## config.mk

```make
export PLATFORM = sky130hd
export DESIGN_NAME = tsb_ctrl
export DESIGN_NICKNAME = d
export VERILOG_FILES = /design/src/sv/tsb_pkg.sv /design/src/sv/tsb_ctrl.sv
export SDC_FILE = /design/constraint.sdc
export NUM_CORES = 1
export LEC_CHECK = 0
export BUFFER_PORTS_ARGS = -buffer_cell sky130_fd_sc_hd__buf_4
export CAP_MARGIN = 20
export CORE_AREA = 2 2 39 41
export CTS_CLUSTER_SIZE = 20
export DETAILED_ROUTE_END_ITERATION = 10
export DIE_AREA = 0 0 41 43
export HOLD_SLACK_MARGIN = 0.05
export PLACE_DENSITY = 0.63
export SLEW_MARGIN = 5
export SYNTH_ARGS = -nofsm -noshare
export SYNTH_HDL_FRONTEND = slang
export SYNTH_SLANG_ARGS = --single-unit
```

## constraint.sdc

```tcl
create_clock -name clk -period 1.6 [get_ports clk]
set_input_delay 0.08 -clock clk [delete_from_list [all_inputs] [get_ports clk]]
set_output_delay 0.08 -clock clk [all_outputs]
set_load 0.02 [all_outputs]
```

## src/sv/tsb_pkg.sv

```systemverilog
// Shared constants, request codes and control/status types of the scrollback buffer.
package tsb_pkg;

  localparam int LINES   = 256;
  localparam int COLS    = 80;
  localparam int VISIBLE = 24;

  localparam int ROW_W     = $clog2(LINES);
  localparam int CIDX_W    = $clog2(COLS);
  localparam int WCOL_W    = $clog2(COLS + 1);
  localparam int LT_W      = $clog2(LINES + 2);
  localparam int CW        = (LT_W > 10 ? LT_W : 10) + 1;
  localparam int ADDR_W    = ROW_W + CIDX_W;
  localparam int MEM_DEPTH = LINES << CIDX_W;

  localparam logic [2:0] REQ_PUT  = 3'd0;
  localparam logic [2:0] REQ_UP   = 3'd1;
  localparam logic [2:0] REQ_DOWN = 3'd2;
  localparam logic [2:0] REQ_SNAP = 3'd3;
  localparam logic [2:0] REQ_READ = 3'd4;

  localparam logic [7:0] CH_NEWLINE   = 8'h0A;
  localparam logic [7:0] CH_RETURN    = 8'h0D;
  localparam logic [7:0] CH_BACKSPACE = 8'h08;
  localparam logic [7:0] CH_TAB       = 8'h09;
  localparam logic [7:0] CH_SPACE     = 8'h20;
  localparam logic [7:0] BLANK_RESET  = 8'h07;
  localparam int         TAB_STEP     = 4;

  typedef struct packed {
    logic load;       // capture the request fields
    logic exec;       // apply a put / scroll / snap request
    logic clr;        // write one blank cell of the current row
    logic clr_init;   // blank color is the reset color
    logic map1;       // first half of the screen-to-ring mapping
    logic map2;       // second half, ring row index
    logic rd;         // read the cell memory
    logic fin_plain;  // emit a non-read result
    logic fin_read;   // emit a read result
  } tsb_cmd_t;

  typedef struct packed {
    logic is_read;
    logic is_newline;
    logic clr_last;
  } tsb_sts_t;

endpackage

```

## src/sv/tsb_ctrl.sv

```systemverilog
// Request sequencer of the scrollback buffer.
module tsb_ctrl import tsb_pkg::*; (
  input  logic     clk,
  input  logic     rst_n,
  input  logic     start,
  input  tsb_sts_t sts,
  output tsb_cmd_t cmd,
  output logic     busy,
  output logic     out_valid
);

  typedef enum logic [7:0] {
    S_INIT  = 8'b0000_0001,
    S_IDLE  = 8'b0000_0010,
    S_EXEC  = 8'b0000_0100,
    S_CLEAR = 8'b0000_1000,
    S_MAP1  = 8'b0001_0000,
    S_MAP2  = 8'b0010_0000,
    S_RD    = 8'b0100_0000,
    S_RDOUT = 8'b1000_0000
  } state_t;

  state_t state_r, state_nxt;
  logic   out_valid_r;

  always_comb begin
    state_nxt = state_r;
    cmd       = '0;
    case (state_r)
      S_INIT: begin
        cmd.clr      = 1'b1;
        cmd.clr_init = 1'b1;
        if (sts.clr_last) state_nxt = S_IDLE;
      end
      S_IDLE: begin
        if (start) begin
          cmd.load  = 1'b1;
          state_nxt = S_EXEC;
        end
      end
      S_EXEC: begin
        if (sts.is_read) begin
          state_nxt = S_MAP1;
        end else begin
          cmd.exec = 1'b1;
          if (sts.is_newline) begin
            state_nxt = S_CLEAR;
          end else begin
            cmd.fin_plain = 1'b1;
            state_nxt     = S_IDLE;
          end
        end
      end
      S_CLEAR: begin
        cmd.clr = 1'b1;
        if (sts.clr_last) begin
          cmd.fin_plain = 1'b1;
          state_nxt     = S_IDLE;
        end
      end
      S_MAP1: begin
        cmd.map1  = 1'b1;
        state_nxt = S_MAP2;
      end
      S_MAP2: begin
        cmd.map2  = 1'b1;
        state_nxt = S_RD;
      end
      S_RD: begin
        cmd.rd    = 1'b1;
        state_nxt = S_RDOUT;
      end
      S_RDOUT: begin
        cmd.fin_read = 1'b1;
        state_nxt    = S_IDLE;
      end
      default: state_nxt = S_INIT;
    endcase
  end

  always_ff @(posedge clk) begin
    if (!rst_n) begin
      state_r     <= S_INIT;
      out_valid_r <= 1'b0;
    end else begin
      state_r     <= state_nxt;
      out_valid_r <= cmd.fin_plain | cmd.fin_read;
    end
  end

  assign busy      = (state_r != S_IDLE);
  assign out_valid = out_valid_r;

endmodule

```

Yosys cells after proc, flatten, opt, wreduce, memory -nomap -nowiden
Index checks and enable logic that the tools add are counted.
{ "totals": {"input_bits": 6, "ff_bits": 9, "word_cells": 35} }
{ "op_classes": {"reduce_logical": 2, "n_mux": 19, "n_eq_ne": 11, "bitwise": 1} }
{ "op_table": {"columns": ["op", "n"], "rows": [
  ["case mux 8 bit (7 select lines)", 1],
  ["two-way mux 8 bit", 3],
  ["two-way mux 1 bit", 13],
  ["== test 8 x 1 -> 1 bit, second input constant", 1],
  ["== test 8 x 2 -> 1 bit, second input constant", 1],
  ["== test 8 x 3 -> 1 bit, second input constant", 1],
  ["== test 8 x 4 -> 1 bit, second input constant", 1],
  ["== test 8 x 5 -> 1 bit, second input constant", 1],
  ["== test 8 x 6 -> 1 bit, second input constant", 1],
  ["== test 8 x 7 -> 1 bit, second input constant", 1],
  ["== test 8 bit, second input constant", 1],
  ["inequality test 8 x 2 -> 1 bit, second input constant", 1],
  ["two-way mux 4 bit", 1],
  ["inequality test 2 x 1 -> 1 bit, second input constant", 1],
  ["inequality test 2 bit, second input constant", 1],
  ["case mux 1 bit (2 select lines)", 1],
  ["AND reduction 2 bit", 1],
  ["OR reduction 2 bit", 1],
  ["OR 1 bit", 1]
]} }

Longest topological paths before layout
{ "depth": {"word_depth": 4, "depth_mapped": 6, "mapped_depth_nobuf": 5} }

Worst setup path after synthesis
No wires, ideal clock.
{ "synth_path": {"path_type": "flip-flop to flip-flop", "start": "reg state_r[6]", "end": "reg out_valid_r, in the netlist out_valid", "synth_period_minus_slack_ns": 2.260, "t_required_ns": 1.536, "path_slack_ns": -0.660, "path_stages_with_launch": 4, "arrival_time_ns": 2.196, "n_path_buf": 0, "cell_sequence": "dfxtp_1 > or4_4 > a2111oi_0 > o21a_1"} }
{ "synth_rtl": {"columns": ["item", "line", "text"], "rows": [
  ["from (decl)", "tsb_ctrl.sv:23", "state_t state_r, state_nxt;"],
  ["from (signal assigned)", "tsb_ctrl.sv:86", "state_r <= state_nxt;"],
  ["to (signal assigned)", "tsb_ctrl.sv:87", "out_valid_r <= cmd.fin_plain | cmd.fin_read;"],
  ["to (decl)", "tsb_ctrl.sv:24", "logic out_valid_r;"]
]} }

==> run_results.csv <==
group,metric,value,unit
critical_path,start_kind,"flip-flop",
critical_path,timing.rr.end,"state_r[1]",
placed_design,port_buffers,16,
die,placement_rows,14,
finish,fin_util,74.2,%
sta,finalHoldViolCount,0,
finish,area_delta_synth_final,96.9,%
clocking,clock_path_buffers,2,
sta,fin_worst_skew,9.43,ps
global_routing,grt_max_degree,7,
die,die_x,41,um
clocking,numCtsBuffers,3,
power_and_ir_drop,p_int,0.000520,W
die,die_y,43,um
hold_path,hold_end,"state_r[2]",
power_and_ir_drop,total_leakage_power,0.452,nW
placed_design,place_area,782,um2
power_and_ir_drop,clock_power_share,23.2,%
sta,setup_violations,16,
sta,worstMarginPinSlew,278,ps
die,die-area,1760,um2
critical_path,r2r-start,"state_r[6]",
sta,period_needed,1770,ps
placed_design,post-place-ws,-54.7,ps
sta,fin_crit_sh,110,%
sta,fmax,566,MHz
critical_path,reg2reg_depth,4,
logic_synthesis,syn_area,522,um2
run_status,status,"complete, but fails checks",
placed_design,place_congestion,0.729,
sta,finalSetupTns,-952,ps
die,core-area,1380,um2
die,ios,17,
power_and_ir_drop,pwr-share-seq,30.3,%
route,drcViolationCount,0,
route,vias,665,
logic_synthesis,synth_area_leaders,"dfxtp_1, nor3b_1, nand4b_1, inv_1, xor2_1",
hold_path,min_path_type,"input pin to flip-flop",
clocking,clock_latency,270,ps
job,drv_cap,0,
clocking,cts.sinks,9,
logic_synthesis,ys_seq_area_share,34.5,%
critical_path,crit_required,1520,ps
power_and_ir_drop,combPwrFrac,46.5,%
sta,relSlewSlack,81.5,%
logic_synthesis,syn_nets,66,
clocking,root_buffer,"clkbuf_4",
logic_synthesis,ys_seq_elements,9,
global_routing,grt_antenna_before_repair,0,
logic_synthesis,synth_edf_count,0,
placed_design,dp_hpwl,1090,um
route,avgRoutedWirePerCell,15.1,um
run_status,violations,"setup timing",
route,antenna_left,0,
sta,final_max_slew_viol_count,0,
critical_path,crit_fanout,2,
logic_synthesis,synth_area_leader_cell,"dfxtp_1",
power_and_ir_drop,swShare,35.2,%
power_and_ir_drop,switching_power,0.000283,W
critical_path,endpoint_kind,"output pin",
logic_synthesis,synthDistinctLibCells,29,
route,dr.pass1.iters,4,
logic_synthesis,synth_top_area_share,34.5,%
clocking,clk_pin_slew,80,ps
route,routed_wl,1840,um
finish,fin_nets,113,
global_routing,grt_pass1_wl,2510,um
die,initial_core_util,37.7,%
clocking,cts_tree,"done",
route,drt_iter0_drc,11,
logic_synthesis,yosys-top-cells-count,"dfxtp_1, inv_1, nand2_1, nor2_1, nor3b_1",
power_and_ir_drop,peakVddDrop,0.555,mV
finish,antenna_cells,0,
sta,rsz0062_at_grt,"yes",
power_and_ir_drop,power_density,782,nW/um2
logic_synthesis,postSynthAreaPerCell,8.70,um2
global_routing,first_global_vias,580,
logic_synthesis,ys.flop_type,"dfxtp_1",
critical_path,arrival,1690,ps
global_routing,grt_overflow,0,
hold_path,min_from,"start",
logic_synthesis,async_flop_share,0,%
critical_path,crit_type,"flip-flop to output pin",
sta,holdWs,69.7,ps
critical_path,reg2reg_setup_slack,-50,ps
sta,setup_slack,-166,ps
finish,drive_gt1_share,62.3,%
logic_synthesis,synth.most_common_cell,"dfxtp_1",
logic_synthesis,synth_cells,60,
hold_path,holdPathStages,2,
finish,postLayoutCellArea,1030,um2
logic_synthesis,yosysWarnings,0,
route,routed_via_density,5.45,
global_routing,track_usage,21.1,%
clocking,h-tree-depth,1,
## layer usage
layer | global-route usage, % | share of wire [%]
met3 | 3.14 | 3.3
met4 | 6.00 | 0.65
met1 | 24.4 | 39
met5 | 0 | 0
met2 | 37.5 | 57
## placed cells by master, fill, tap and decap left out, types with 3 or more instances in the layout
cell type,n
nor2_1,4
dfxtp_1,5
clkbuf_4,3
buf_6,12
buf_4,30
nand3_1,3
nand4b_1,3
dfxtp_2,4
inv_1,3
## what timing repair did
item | in CTS | in global routing
hold buffers | 1 | 0
gates resized for setup | 20 | 14
gates cloned | 0 | 0
hold endpoints to repair | 1 | 0
pin swaps | 4 | 6
buffers inserted | 4 | 6
setup endpoints to repair | 13 | 17
## metrics by stage
stage,power (W),cells
final,0.000803,122
after global placement,0.000507,107
after global routing,0.000837,122
after CTS,0.000767,116
after detailed placement,0.000508,107
after floorplan,0.000376,60
## worst max-delay path, cell delays in order (launching register included)
cell and delay [ps]:
dfxtp_1 320, or4_4 540, buf_6 150, a2111oi_4 210, buf_4 200
## registers in the layout (all words and copies together) (netlist names)
register   count
state_r        8
out_valid      1
## layout make-up
type,instances,area [um2]
Timing Repair Buffer,43,370
Tap cell,16,20.0
Clock inverter,1,5.00
Inverter,5,18.8
Clock buffer,3,22.5
Sequential cell,9,185
Multi-Input combinational cell,45,405
Fill cell,110,357
## worst max path at each step
stage | cells past startpoint | endpoint | startpoint | slack (ps)
3_3_place_gp | 4 | state_r[1] | state_r[2] | -40
3_5_place_dp | 4 | state_r[1] | state_r[1] | -50
6_report | 4 | cmd[1] | state_r[6] | -170
2_1_floorplan | 5 | state_r[6] | state_r[3] | -180
4_1_cts | 5 | cmd[1] | state_r[3] | -170
5_1_grt | 6 | cmd[8] | state_r[0] | -250
## cell families after synthesis
logic type	count (synthesis)	synth area share [%]
compound gates	9	13.7
xor+xnor	3	5.04
buf+inv	6	5.76
flops	9	34.5
simple gates	33	41.0
## power groups by stage
stage          Sequential (W)  Clock (W)  Combinational, W
4_1_cts              0.000241   0.000188          0.000338
2_1_floorplan        0.000253          0          0.000123
3_5_place_dp         0.000247          0          0.000262
6_report             0.000243   0.000187          0.000373
3_3_place_gp         0.000247          0          0.000261
5_1_grt              0.000244   0.000200          0.000392
Note: power is estimated with default switching activity, not from simulation.
